==> config.mk <==
export PLATFORM = sky130hd
export DESIGN_NAME = distance_slot_encoder_packer_top
export DESIGN_NICKNAME = d
export VERILOG_FILES = /design/src/rtl/dsep_pkg.sv /design/src/rtl/dsep_front.sv /design/src/rtl/dsep_fifo.sv /design/src/rtl/dsep_back.sv /design/src/rtl/distance_slot_encoder_packer_top.sv
export SDC_FILE = /design/constraint.sdc
export NUM_CORES = 1
export LEC_CHECK = 0
export ABC_AREA = 0
export BUFFER_PORTS_ARGS = -buffer_cell sky130_fd_sc_hd__clkbuf_2
export CAP_MARGIN = 20
export CORE_ASPECT_RATIO = 0.9
export CORE_UTILIZATION = 45
export DETAILED_ROUTE_END_ITERATION = 8
export PLACE_DENSITY = 0.61
export SYNTH_ARGS = -nofsm -noshare
export SYNTH_HDL_FRONTEND = slang
export SYNTH_SLANG_ARGS = --single-unit
==> constraint.sdc <==
create_clock -name i_clk -period 6.92 [get_ports i_clk]
set_input_delay 1.038 -clock i_clk [delete_from_list [all_inputs] [get_ports i_clk]]
set_output_delay 1.038 -clock i_clk [all_outputs]
set_load 0.05 [all_outputs]
==> src/rtl/dsep_pkg.sv <==
package dsep_pkg;

    localparam int DIST_BITS  = 32;
    localparam int IDX_W      = $clog2(DIST_BITS);
    localparam int SLOT_W     = IDX_W + 1;
    localparam int FVAL_W     = DIST_BITS - 2;
    localparam int BUF_W      = 7;
    localparam int FILL_W     = 3;
    localparam int ACC_W      = BUF_W + FVAL_W;
    localparam int TOT_W      = $clog2(ACC_W + 1);
    localparam int BYTE_W     = 8;
    localparam int FIFO_DEPTH = 2;
    localparam int FIFO_PTR_W = $clog2(FIFO_DEPTH);
    localparam int FIFO_CNT_W = $clog2(FIFO_DEPTH + 1);

    localparam logic REQ_ENCODE = 1'b0;
    localparam logic REQ_FLUSH  = 1'b1;

    localparam logic SEL_SLOT   = 1'b0;
    localparam logic SEL_FOOTER = 1'b1;

    typedef enum logic [1:0] {
        KIND_ENC   = 2'd0,
        KIND_BAD   = 2'd1,
        KIND_FLUSH = 2'd2
    } t_kind;

    typedef struct packed {
        t_kind              kind;
        logic [SLOT_W-1:0]  slot;
        logic [IDX_W-1:0]   fbits;
        logic [FVAL_W-1:0]  fval;
    } t_cmd;

endpackage

==> src/rtl/dsep_front.sv <==
module dsep_front (
    input  logic                 i_valid,
    output logic                 o_ready,
    input  logic                 i_req_type,
    input  logic [31:0]          i_distance,
    output logic                 o_push,
    output dsep_pkg::t_cmd       o_cmd,
    input  logic                 i_full
);

    logic [dsep_pkg::DIST_BITS-1:0] d;
    logic [dsep_pkg::DIST_BITS-1:0] p;
    logic [dsep_pkg::IDX_W-1:0]     n;
    logic [dsep_pkg::IDX_W-1:0]     fbits;
    logic [dsep_pkg::FVAL_W-1:0]    fval;
    logic                           direct;

    assign o_ready = !i_full;
    assign o_push  = i_valid && !i_full;

    always_comb begin
        d      = i_distance[dsep_pkg::DIST_BITS-1:0];
        p      = d - dsep_pkg::DIST_BITS'(1);
        direct = (p[dsep_pkg::DIST_BITS-1:2] == '0);
        n      = '0;
        for (int i = 1; i < dsep_pkg::DIST_BITS; i++) begin
            if (p[i]) begin
                n = dsep_pkg::IDX_W'(i);
            end
        end
        fbits = n - dsep_pkg::IDX_W'(1);
        for (int i = 0; i < dsep_pkg::FVAL_W; i++) begin
            fval[i] = p[i] && (dsep_pkg::IDX_W'(i) < fbits);
        end

        o_cmd.kind  = dsep_pkg::KIND_ENC;
        o_cmd.slot  = {n, p[n - dsep_pkg::IDX_W'(1)]};
        o_cmd.fbits = fbits;
        o_cmd.fval  = fval;
        if (i_req_type == dsep_pkg::REQ_FLUSH) begin
            o_cmd.kind  = dsep_pkg::KIND_FLUSH;
            o_cmd.fbits = '0;
            o_cmd.fval  = '0;
        end else if (d == '0) begin
            o_cmd.kind  = dsep_pkg::KIND_BAD;
            o_cmd.slot  = '0;
            o_cmd.fbits = '0;
            o_cmd.fval  = '0;
        end else if (direct) begin
            o_cmd.slot  = dsep_pkg::SLOT_W'(p[1:0]);
            o_cmd.fbits = '0;
            o_cmd.fval  = '0;
        end
    end

endmodule

==> src/rtl/dsep_fifo.sv <==
module dsep_fifo (
    input  logic            i_clk,
    input  logic            i_rst_n,
    input  logic            i_push,
    input  dsep_pkg::t_cmd  i_cmd,
    output logic            o_full,
    input  logic            i_pop,
    output logic            o_nonempty,
    output dsep_pkg::t_cmd  o_cmd
);

    dsep_pkg::t_cmd                    r_mem [dsep_pkg::FIFO_DEPTH];
    logic [dsep_pkg::FIFO_PTR_W-1:0]   r_wptr;
    logic [dsep_pkg::FIFO_PTR_W-1:0]   r_rptr;
    logic [dsep_pkg::FIFO_CNT_W-1:0]   r_count;
    logic [dsep_pkg::FIFO_CNT_W-1:0]   n_count;

    assign o_full     = (r_count == dsep_pkg::FIFO_CNT_W'(dsep_pkg::FIFO_DEPTH));
    assign o_nonempty = (r_count != '0);
    assign o_cmd      = r_mem[r_rptr];

    always_comb begin
        n_count = r_count;
        if (i_push && !i_pop) begin
            n_count = r_count + dsep_pkg::FIFO_CNT_W'(1);
        end else if (i_pop && !i_push) begin
            n_count = r_count - dsep_pkg::FIFO_CNT_W'(1);
        end
    end

    always_ff @(posedge i_clk) begin
        if (i_push) begin
            r_mem[r_wptr] <= i_cmd;
        end
    end

    always_ff @(posedge i_clk) begin
        if (!i_rst_n) begin
            r_wptr  <= '0;
            r_rptr  <= '0;
            r_count <= '0;
        end else begin
            if (i_push) begin
                r_wptr <= (r_wptr == dsep_pkg::FIFO_PTR_W'(dsep_pkg::FIFO_DEPTH - 1))
                          ? '0 : r_wptr + dsep_pkg::FIFO_PTR_W'(1);
            end
            if (i_pop) begin
                r_rptr <= (r_rptr == dsep_pkg::FIFO_PTR_W'(dsep_pkg::FIFO_DEPTH - 1))
                          ? '0 : r_rptr + dsep_pkg::FIFO_PTR_W'(1);
            end
            r_count <= n_count;
        end
    end

endmodule

==> src/rtl/dsep_back.sv <==
module dsep_back (
    input  logic            i_clk,
    input  logic            i_rst_n,
    input  logic            i_cmd_valid,
    input  dsep_pkg::t_cmd  i_cmd,
    output logic            o_pop,
    output logic            o_valid,
    input  logic            i_ready,
    output logic            o_stream_sel,
    output logic [7:0]      o_data_byte,
    output logic            o_bad_distance,
    output logic            o_last
);

    logic [dsep_pkg::BUF_W-1:0]  r_buf;
    logic [dsep_pkg::FILL_W-1:0] r_fill;
    logic                        r_busy;
    logic [dsep_pkg::ACC_W-1:0]  r_acc;
    logic [dsep_pkg::TOT_W-1:0]  r_tot;
    logic                        r_out_valid;
    logic                        r_sel;
    logic [7:0]                  r_byte;
    logic                        r_bad;
    logic                        r_last;

    logic [dsep_pkg::BUF_W-1:0]  n_buf;
    logic [dsep_pkg::FILL_W-1:0] n_fill;
    logic                        n_busy;
    logic [dsep_pkg::ACC_W-1:0]  n_acc;
    logic [dsep_pkg::TOT_W-1:0]  n_tot;
    logic                        n_out_valid;
    logic                        n_sel;
    logic [7:0]                  n_byte;
    logic                        n_bad;
    logic                        n_last;

    logic                        advance;
    logic [dsep_pkg::ACC_W-1:0]  acc;
    logic [dsep_pkg::TOT_W-1:0]  tot;
    logic [dsep_pkg::TOT_W-1:0]  tot_left;
    logic [dsep_pkg::ACC_W-1:0]  acc_left;

    assign advance        = !r_out_valid || i_ready;
    assign o_pop          = advance && !r_busy && i_cmd_valid;
    assign o_valid        = r_out_valid;
    assign o_stream_sel   = r_sel;
    assign o_data_byte    = r_byte;
    assign o_bad_distance = r_bad;
    assign o_last         = r_last;

    always_comb begin
        acc      = dsep_pkg::ACC_W'(r_buf) | (dsep_pkg::ACC_W'(i_cmd.fval) << r_fill);
        tot      = dsep_pkg::TOT_W'(r_fill) + dsep_pkg::TOT_W'(i_cmd.fbits);
        tot_left = r_tot - dsep_pkg::TOT_W'(dsep_pkg::BYTE_W);
        acc_left = r_acc >> dsep_pkg::BYTE_W;

        n_buf       = r_buf;
        n_fill      = r_fill;
        n_busy      = r_busy;
        n_acc       = r_acc;
        n_tot       = r_tot;
        n_out_valid = r_out_valid;
        n_sel       = r_sel;
        n_byte      = r_byte;
        n_bad       = r_bad;
        n_last      = r_last;

        if (advance) begin
            n_out_valid = 1'b0;
            if (r_busy) begin
                n_out_valid = 1'b1;
                n_sel       = dsep_pkg::SEL_FOOTER;
                n_byte      = r_acc[7:0];
                n_bad       = 1'b0;
                n_last      = (tot_left < dsep_pkg::TOT_W'(dsep_pkg::BYTE_W));
                n_acc       = acc_left;
                n_tot       = tot_left;
                if (n_last) begin
                    n_busy = 1'b0;
                    n_buf  = acc_left[dsep_pkg::BUF_W-1:0];
                    n_fill = tot_left[dsep_pkg::FILL_W-1:0];
                end
            end else if (i_cmd_valid) begin
                case (i_cmd.kind)
                    dsep_pkg::KIND_BAD: begin
                        n_out_valid = 1'b1;
                        n_sel       = dsep_pkg::SEL_SLOT;
                        n_byte      = '0;
                        n_bad       = 1'b1;
                        n_last      = 1'b1;
                    end
                    dsep_pkg::KIND_FLUSH: begin
                        if (r_fill != '0) begin
                            n_out_valid = 1'b1;
                            n_sel       = dsep_pkg::SEL_FOOTER;
                            n_byte      = {1'b0, r_buf};
                            n_bad       = 1'b0;
                            n_last      = 1'b1;
                            n_buf       = '0;
                            n_fill      = '0;
                        end
                    end
                    dsep_pkg::KIND_ENC: begin
                        n_out_valid = 1'b1;
                        n_sel       = dsep_pkg::SEL_SLOT;
                        n_byte      = 8'(i_cmd.slot);
                        n_bad       = 1'b0;
                        n_last      = (tot < dsep_pkg::TOT_W'(dsep_pkg::BYTE_W));
                        if (n_last) begin
                            n_buf  = acc[dsep_pkg::BUF_W-1:0];
                            n_fill = tot[dsep_pkg::FILL_W-1:0];
                        end else begin
                            n_busy = 1'b1;
                            n_acc  = acc;
                            n_tot  = tot;
                        end
                    end
                    default: begin
                        n_out_valid = 1'b0;
                    end
                endcase
            end
        end
    end

    always_ff @(posedge i_clk) begin
        if (!i_rst_n) begin
            r_buf       <= '0;
            r_fill      <= '0;
            r_busy      <= 1'b0;
            r_out_valid <= 1'b0;
        end else begin
            r_buf       <= n_buf;
            r_fill      <= n_fill;
            r_busy      <= n_busy;
            r_out_valid <= n_out_valid;
        end
    end

    always_ff @(posedge i_clk) begin
        r_acc  <= n_acc;
        r_tot  <= n_tot;
        r_sel  <= n_sel;
        r_byte <= n_byte;
        r_bad  <= n_bad;
        r_last <= n_last;
    end

endmodule

==> src/rtl/distance_slot_encoder_packer_top.sv <==
// Channel   Direction  Handshake          Beat contents
// input     in         i_valid / o_ready  i_req_type, i_distance
// output    out        o_valid / i_ready  o_stream_sel, o_data_byte, o_bad_distance, o_last
//
// An input beat is classified in the cycle it is accepted and queued in a two-entry queue.
// The back end gives one output beat per cycle while i_ready does not stall it: an item yields
// a slot byte, then any full footer bytes, through the single byte lane of the output register.
// A flush with an empty packer gives no beat.
// Reset is synchronous to the rising clock edge and clears the packer, the queue and the
// output valid flag.
// When the output stalls, the queue fills and then o_ready falls.
module distance_slot_encoder_packer_top (
    input  logic        i_clk,
    input  logic        i_rst_n,
    input  logic        i_valid,
    output logic        o_ready,
    input  logic        i_req_type,
    input  logic [31:0] i_distance,
    output logic        o_valid,
    input  logic        i_ready,
    output logic        o_stream_sel,
    output logic [7:0]  o_data_byte,
    output logic        o_bad_distance,
    output logic        o_last
);

    dsep_pkg::t_cmd front_cmd;
    dsep_pkg::t_cmd queue_cmd;
    logic           push;
    logic           full;
    logic           pop;
    logic           nonempty;

    dsep_front u_front (
        .i_valid    (i_valid),
        .o_ready    (o_ready),
        .i_req_type (i_req_type),
        .i_distance (i_distance),
        .o_push     (push),
        .o_cmd      (front_cmd),
        .i_full     (full)
    );

    dsep_fifo u_fifo (
        .i_clk      (i_clk),
        .i_rst_n    (i_rst_n),
        .i_push     (push),
        .i_cmd      (front_cmd),
        .o_full     (full),
        .i_pop      (pop),
        .o_nonempty (nonempty),
        .o_cmd      (queue_cmd)
    );

    dsep_back u_back (
        .i_clk          (i_clk),
        .i_rst_n        (i_rst_n),
        .i_cmd_valid    (nonempty),
        .i_cmd          (queue_cmd),
        .o_pop          (pop),
        .o_valid        (o_valid),
        .i_ready        (i_ready),
        .o_stream_sel   (o_stream_sel),
        .o_data_byte    (o_data_byte),
        .o_bad_distance (o_bad_distance),
        .o_last         (o_last)
    );

endmodule
==> results of run 1 <==
[sequential cells by signal, indices dropped and copies added (netlist names), named ones only]
register               cells
u_back.o_bad_distance      1
u_back.o_data_byte         8
u_back.o_last              1
u_back.o_stream_sel        1
u_back.o_valid             1
u_back.r_acc              37
u_back.r_buf               7
u_back.r_busy              1
u_back.r_fill              3
u_back.r_tot               6
u_fifo.r_count             2
u_fifo.r_mem              86
u_fifo.r_rptr              1
u_fifo.r_wptr              1
[layout by cell type (no fill, tap or decap), drive strengths merged, types with 9 or more instances in the layout]
master	n
mux2i	31
nand2	151
o21ai	54
nand2b	9
o22ai	10
nor4	25
dfxtp	17
buf	29
inv	31
xnor2	23
mux2	11
a21oi	56
mux4	21
and3	27
nor3	43
nor2b	10
edfxtp	140
nand4	15
nand3	14
a311o	14
nor2	99
xor2	16
clkbuf	66
and2	11
a211oi	22
[metal layers]
layer,wire length [microns],vias to the layer above,part of all wire,global-route usage
met3,1740,40,0.060,0.0372
met2,13200,320,0.46,0.377
met1,13300,4237,0.46,0.364
met5,0,-,0,0
met4,658,0,0.023,0.0849
li1,-,4126,-,-
[path summary, 6_finish.rpt]
check                                                    start                              to  slack (ps)  cells past startpoint
worst max-delay path                             i_distance[4]   u_fifo.r_mem[1][35]$_DFFE_PP_         930                     16
worst min-delay path            u_fifo.r_count[1]$_SDFFE_PN0P_  u_fifo.r_count[1]$_SDFFE_PN0P_         510                      2
worst max register to register                            flop   u_back.r_fill[2]$_SDFFE_PN0P_        2820                     12
worst min register to register  u_fifo.r_count[1]$_SDFFE_PN0P_  u_fifo.r_count[1]$_SDFFE_PN0P_         510                      2
[power by group through the flow]
stage / Sequential (mW) / Clock (mW) / Combinational [mW]
floorplan: 1.62 / 0 / 1.04
global placement: 1.53 / 0 / 1.50
detailed placement: 1.53 / 0 / 1.52
CTS: 1.52 / 0.929 / 1.53
global route: 1.54 / 0.966 / 1.68
finish: 1.51 / 0.914 / 1.52
[logic make-up (layout without fill, tap and decap cells)]
group	Yosys count	in the layout	share of synthesized area
muxes	63	63	0.0871
xor gates and xnor gates	39	39	0.0353
and+or+nand+nor	457	457	0.226
DFF	157	157	0.437
buffers and inverters	102	134	0.0383
AOI/OAI and AO/OA	250	250	0.166
adders and majority gates	9	9	0.0115
[worst reg2reg max path, cell delays in order (launching register included)]
cell,delay (ps)
dfxtp_2,520
buf_4,570
mux2_2,420
ha_1,210
fa_1,420
a21oi_1,150
nor2_1,80
nor3b_1,210
nor2_1,100
mux2i_1,350
nand2_1,450
a221oi_1,370
a211oi_1,80
[per-stage QoR]
stage	total power [mW]	setup slack, ps	utilization	instance area, sq um
finish	3.95	931	0.512	11600
global route	4.19	564	0.512	11600
CTS	3.97	1030	0.512	11600
detailed placement	3.05	583	0.486	11000
global placement	3.03	605	0.485	11000
floorplan	2.65	651	-	10400
[area by class of cell]
class | count | area (sq um) | area share
repair buffers | 78 | 488 | 0.0422
flip-flops and latches | 157 | 4550 | 0.393
multi-input cells | 818 | 5480 | 0.474
clock inverters | 15 | 151 | 0.0131
well taps | 297 | 372 | 0.0322
clock buffers | 17 | 425 | 0.0368
inverters | 24 | 90.1 | 0.00780
==> qor.csv, run 1 <==
stage;metric;value;unit
cells_and_area;ANT cells;0;
synth;Mapped Area;10400;sq um
detailed_routing;DR vias;8723;
synth;Yosys top cell area share;0.404;
timing;Fin. Hold Viols;0;
floorplanning;die area;23700;sq um
run_status;outcome;complete, no violations;
synth;post-synth net total;1123;
synth;Synth warnings;0;
worst_setup_path;CP most frequent cell;o22a_1;
cts;Root Buffer;clkbuf_16;
cts;CTS buffer count;17;
timing;RSZ-0062 raised after global routing;false;
detailed_routing;DR pass1 iterations;5;
timing;hold slack;510;ps
cells_and_area;# fillers;2102;
timing;setup violators final;0;
synth;Netlist cell types;81;
pwr;Worst IR Drop VDD;0.219;mV
worst_setup_path;cell family with most CP delay;simple AND/OR/NAND/NOR gates;
cts;Resized cells post-CTS;0;
pwr;LEAKAGE;3.97;nW
worst_setup_path;Worst Path Buf+Inv;3;
detailed_routing;DRC viols;0;
cts;hold_buf cts;0;
cts;CTS tree;yes;
timing;Setup TNS Final;0;ps
synth;Commonest cells post-synth;nand2_1 (151), edfxtp_1 (140), nor2_1 (99), clkbuf_1 (61), a21oi_1 (55);
cts;post-CTS setup buffer count;0;
worst_setup_path;Crit Path Class;in -> reg;
cells_and_area;share of cells above drive strength 1;0.160;
pwr;pwr/cell area;342;nW/um^2
timing;Highest Clock Rate;0.167;GHz
flow_run;number of max-cap violations;0;
global_routing;total gr overflow;0;
cts;Reg clk slew, reported paths;70;ps
global_routing;initial antenna violation count;1;
worst_hold_path;worst hold path type;reg -> reg;
pwr;Pint;2.46;mW
worst_setup_path;CP required;7090;ps
floorplanning;Die X;162;microns
synth;ys async rst share;0;
worst_setup_path;Worst path max stage delay;770;ps
cts;count of clock tree sinks;157;
floorplanning;io pins;50;
cts;Clock Path Buffers;2;
synth;Gate Count Post-Synth;1077;
floorplanning;FP Rows;52;
timing;Worst Tran Pin Value;1040;ps
synth;syn avg cell area;9.67;sq um
floorplanning;core area;22600;sq um
cells_and_area;P&R area growth vs syn;11.0;%
global_routing;global-route wire length before repair;45500;microns
detailed_routing;DRT iter0 DRCs;718;
timing;Period Utilization, post-route;0.865;
worst_setup_path;Worst path slowest cell;o311ai_0;
cells_and_area;fin cells;1406;
worst_setup_path;crit-path cells;clkbuf_2 -> or4_1 -> nor4_1 -> xor2_1 -> o311ai_0 -> a311oi_2 -> or2_2 -> inv_1 -> ha_1 -> buf_12 -> mux2i_1 -> o22a_1 -> o2111a_1 -> a311o_1 -> or4b_1 -> o22a_1;
timing;Slew headroom;0.309;
synth;post-synthesis sequential element count;157;
detailed_routing;mean routed wirelength per cell;20.6;microns
placement;GP Congestion;0.958;
global_routing;largest net degree at the start of global routing;72;
detailed_routing;vias per inst;6.20;
synth;Main synth FF type;edfxtp_1;
cells_and_area;Final nets;1142;
pwr;switching power;1.49;mW
timing;clk_skew;14.2;ps
cts;H-tree Lvls;4;
timing;final slew viol count;0;
timing;Final min period;5990;ps
pwr;Net Sw Frac;0.378;
worst_setup_path;Crit. End Element;flop;
pwr;clock power share;0.231;
synth;number of synthesized flops with an enable pin;140;
worst_setup_path;type of origin of the critical path;input port;
cts;Clk Latency, worst-skew pair;430;ps
floorplanning;die extent in y;146;microns
synth;cell taking the most area after synthesis;edfxtp_1;
detailed_routing;Final ANT Viol Nets;0;
placement;DP HPWL;21400;microns
worst_setup_path;CP arrival;6160;ps
pwr;register share of total power;0.383;
placement;Port Buf Inserts;49;
pwr;Logic pwr share;0.386;
detailed_routing;routed wire length;28900;microns
synth;sequential-to-total area share from yosys stat;0.437;
global_routing;Tot GR Track Use;0.249;
floorplanning;Starting Density;0.461;
worst_setup_path;CP max FO;36;
synth;cell with the most instances after synthesis;nand2_1;
global_routing;vias in the first global route;8040;
synth;synth top area cells;edfxtp_1 (40%), nand2_1 (5.4%), mux4_2 (4.5%);
placement;placed cell count;1374;
No activity file was read; power rests on OpenSTA's default activity.
==> inputs of run 2 (changes only) <==
- ABC_AREA: 0 -> 1
- HOLD_SLACK_MARGIN: default -> 0.15
==> run 2 against run 1 <==
Synthesized area down 11%; register-to-register slack better by 360 ps; count of clock-buffer cells in the layout up 4; die area down 11%; non-clock buffer count down 15; first-iteration DRC count down 0.70%; critical endpoint is now u_fifo.r_mem[0][24]$_DFFE_PP_; largest cell class is now sequential cells.
==> qor.csv, run 2 <==
stage;metric;value;unit;change
worst_setup_path;CP max FO;15;;was 36
floorplanning;core area;20000;sq um;was 22,600 sq um
detailed_routing;Final ANT Viol Nets;0;;unchanged
cells_and_area;design area;10300;sq um;was 11,600 sq um
placement;Port Buf Inserts;49;;unchanged
synth;ys async rst share;0;;unchanged
placement;DP HPWL;18700;microns;was 21,400 microns
timing;Highest Clock Rate;0.184;GHz;was 0.167 GHz
timing;Final min period;5440;ps;was 5990 ps
worst_setup_path;Crit Path Class;in -> reg;;unchanged
pwr;register share of total power;0.367;;was 0.383
cells_and_area;most frequent cells in the layout;nand2_1 (323), edfxtp_1 (140), nand3_1 (119);;was nand2_1 (151), edfxtp_1 (140), nor2_1 (97)
timing;Period Utilization, post-route;0.786;;was 0.865
placement;GP Congestion;0.962;;was 0.958
cells_and_area;share of cells above drive strength 1;0.132;;was 0.160
cts;Root Buffer;clkbuf_16;;unchanged
cts;hold_buf cts;0;;unchanged
timing;Final WS setup;1480;ps;was 931 ps
pwr;Pint;2.43;mW;was 2.46 mW
cts;count of clock tree sinks;157;;unchanged
worst_setup_path;Worst path max stage delay;650;ps;was 770 ps
placement;placed cell area;9730;sq um;was 11,000 sq um
synth;post-synth net total;1175;;was 1,123
synth;cell taking the most area after synthesis;edfxtp_1;;unchanged
timing;RSZ-0062 raised after global routing;false;;unchanged
placement;dpl ws;1160;ps;was 583 ps
synth;post-synthesis compound-gate area fraction;0.0948;;was 0.166
cells_and_area;most common cell after layout, fill and taps aside;nand2_1;;unchanged
pwr;Worst IR Drop VDD;0.195;mV;was 0.219 mV
synth;sequential-to-total area share from yosys stat;0.493;;was 0.437
synth;Main synth FF type;edfxtp_1;;unchanged
cells_and_area;Largest Register;u_fifo.r_mem;;unchanged
timing;setup violators final;0;;unchanged
worst_setup_path;CP most frequent cell;nand2_1;;was o22a_1
worst_setup_path;Crit. End Element;flop;;unchanged
synth;main combinational cell family by area after synthesis;simple AND/OR/NAND/NOR gates;;unchanged
timing;Worst Tran Pin Value;978;ps;was 1040 ps
cts;CTS tree;yes;;unchanged
cells_and_area;P&R area growth vs syn;12.0;%;was 11.0%
detailed_routing;vias per inst;5.38;;was 6.20
global_routing;largest net degree at the start of global routing;52;;was 72
floorplanning;die area;21100;sq um;was 23,700 sq um
synth;syn avg cell area;8.17;sq um;was 9.67 sq um
floorplanning;Starting Density;0.460;;was 0.461
synth;Mapped Area;9230;sq um;was 10,400 sq um
global_routing;global-route wire length before repair;39800;microns;was 45,500 microns
global_routing;Tot GR Track Use;0.249;;about the same
detailed_routing;mean routed wirelength per cell;17.3;microns;was 20.6 microns
synth;Yosys top cell area share;0.456;;was 0.404
global_routing;total gr overflow;0;;unchanged
pwr;clock power share;0.231;;about the same
synth;mux share of post-synthesis cell area;0.00434;;was 0.0871
pwr;pwr/cell area;398;nW/um^2;was 342 nW/um^2
detailed_routing;DR vias;7723;;was 8,723
cells_and_area;ANT cells;0;;unchanged
synth;Gate Count Post-Synth;1129;;was 1,077
detailed_routing;DRT iter0 DRCs;713;;was 718
synth;post-synthesis sequential element count;157;;unchanged
timing;clk_skew;12.8;ps;was 14.2 ps
timing;Setup TNS Final;0;ps;unchanged
detailed_routing;routed wire length;24800;microns;was 28,900 microns
synth;Synth warnings;0;;unchanged
cts;Clk Latency, worst-skew pair;430;ps;about the same
synth;xor/xnor share of the synthesized area;0.0293;;was 0.0353
floorplanning;Die X;153;microns;was 162 microns
timing;final slew viol count;0;;unchanged
worst_setup_path;Worst path slowest cell;nor4_1;;was o311ai_0
synth;synth top area cells;edfxtp_1 (46%), nand2_1 (13%), nand3_1 (6.5%);;was edfxtp_1 (40%), nand2_1 (5.4%), mux4_2 (4.5%)
pwr;LEAKAGE;4.33;nW;was 3.97 nW
cells_and_area;fin util;0.515;;was 0.512
cts;CTS buffer count;17;;unchanged
cts;Reg clk slew, reported paths;60;ps;was 70 ps
synth;Post-Synth Simple-Gate Area;0.297;;was 0.226
cts;Resized cells post-CTS;0;;unchanged
cts;post-CTS setup buffer count;0;;unchanged
pwr;Logic pwr share;0.402;;was 0.386
worst_setup_path;CP required;7050;ps;was 7090 ps
detailed_routing;DRC viols;0;;unchanged
cts;Clock Path Buffers;2;;unchanged
cells_and_area;Final nets;1213;;was 1,142
synth;Commonest cells post-synth;nand2_1 (323), edfxtp_1 (140), nand3_1 (119), nor2_1 (106), inv_1 (103);;was nand2_1 (151), edfxtp_1 (140), nor2_1 (99), clkbuf_1 (61), a21oi_1 (55)
synth;cell with the most instances after synthesis;nand2_1;;unchanged
floorplanning;FP Rows;49;;was 52
floorplanning;io pins;50;;unchanged
cts;H-tree Lvls;4;;unchanged
global_routing;initial antenna violation count;0;;was 1
run_status;outcome;complete, no violations;;unchanged
pwr;switching power;1.68;mW;was 1.49 mW
timing;Fin. Hold Viols;0;;unchanged
timing;hold slack;467;ps;was 510 ps
detailed_routing;DR pass1 iterations;5;;unchanged
cells_and_area;max FFs per register;86;;unchanged
pwr;Net Sw Frac;0.408;;was 0.378
worst_setup_path;type of origin of the critical path;input port;;unchanged
worst_setup_path;CP arrival;5570;ps;was 6160 ps
timing;Slew headroom;0.348;;was 0.309
synth;area share of fa/ha/maj cells after synthesis;0.0130;;was 0.0115
floorplanning;die extent in y;138;microns;was 146 microns
worst_hold_path;worst hold path type;reg -> reg;;unchanged
synth;Netlist cell types;51;;was 81
global_routing;vias in the first global route;7343;;was 8,040
flow_run;number of max-cap violations;0;;unchanged
synth;number of synthesized flops with an enable pin;140;;unchanged
run 2: stage by stage:
| step | cells | power, mW |
|---|---|---|
| finish | 1435 | 4.11 |
| detailed placement | 1403 | 3.18 |
| global route | 1435 | 4.40 |
| global placement | 1403 | 3.17 |
| floorplan | 1129 | 2.74 |
| CTS | 1435 | 4.13 |
run 2: worst paths after layout:
path                                                    from                            end  slack, ps  cells after the start
worst max-delay path                           i_distance[0]  u_fifo.r_mem[0][24]$_DFFE_PP_       1480                     42
worst min-delay path            u_back.r_buf[6]$_SDFFE_PN0P_   u_back.r_buf[6]$_SDFFE_PN0P_        470                      2
worst max register to register                          flop   u_back.r_buf[5]$_SDFFE_PN0P_       3180                     19
worst min register to register  u_back.r_buf[6]$_SDFFE_PN0P_   u_back.r_buf[6]$_SDFFE_PN0P_        470                      2
run 2: cell families after synthesis:
family / after synthesis
AND/OR/NAND/NOR: 623
adder cells (fa/ha/maj): 9
multiplexers: 4
XOR/XNOR: 27
AO/OA/AOI/OAI: 147
flip-flops: 157
buffers and inverters: 162
run 2: area by class of cell:
| cell class | instances | area, sq um |
|---|---|---|
| clock buffers | 21 | 482 |
| inverters | 118 | 444 |
| flip-flops and latches | 157 | 4540 |
| fillers | 1940 | 9720 |
| well taps | 255 | 319 |
| clock inverters | 11 | 116 |
| multi-input cells | 810 | 4070 |
| repair buffers | 63 | 350 |
run 2: critical path, delay by kind of cell:
family,cells,cell delay (ps)
xor gates and xnor gates,1,220
buffers and inverters,5,660
adders and majority gates,2,480
and+or+nand+nor,34,3190
run 2: metal layers:
metal | up-vias | GRT usage | share of wire
met5 | - | 0 | 0
met4 | 0 | 0.0752 | 0.018
met3 | 28 | 0.0381 | 0.042
met2 | 213 | 0.402 | 0.46
met1 | 3594 | 0.346 | 0.48
li1 | 3888 | - | -
run 2: power groups by stage:
stage	clock [mW]	combinational [mW]	sequential [mW]
after CTS	0.963	1.65	1.51
after detailed placement	0	1.65	1.53
after global placement	0	1.64	1.52
final	0.950	1.65	1.51
after global routing	0.998	1.87	1.53
after floorplan	0	1.09	1.66
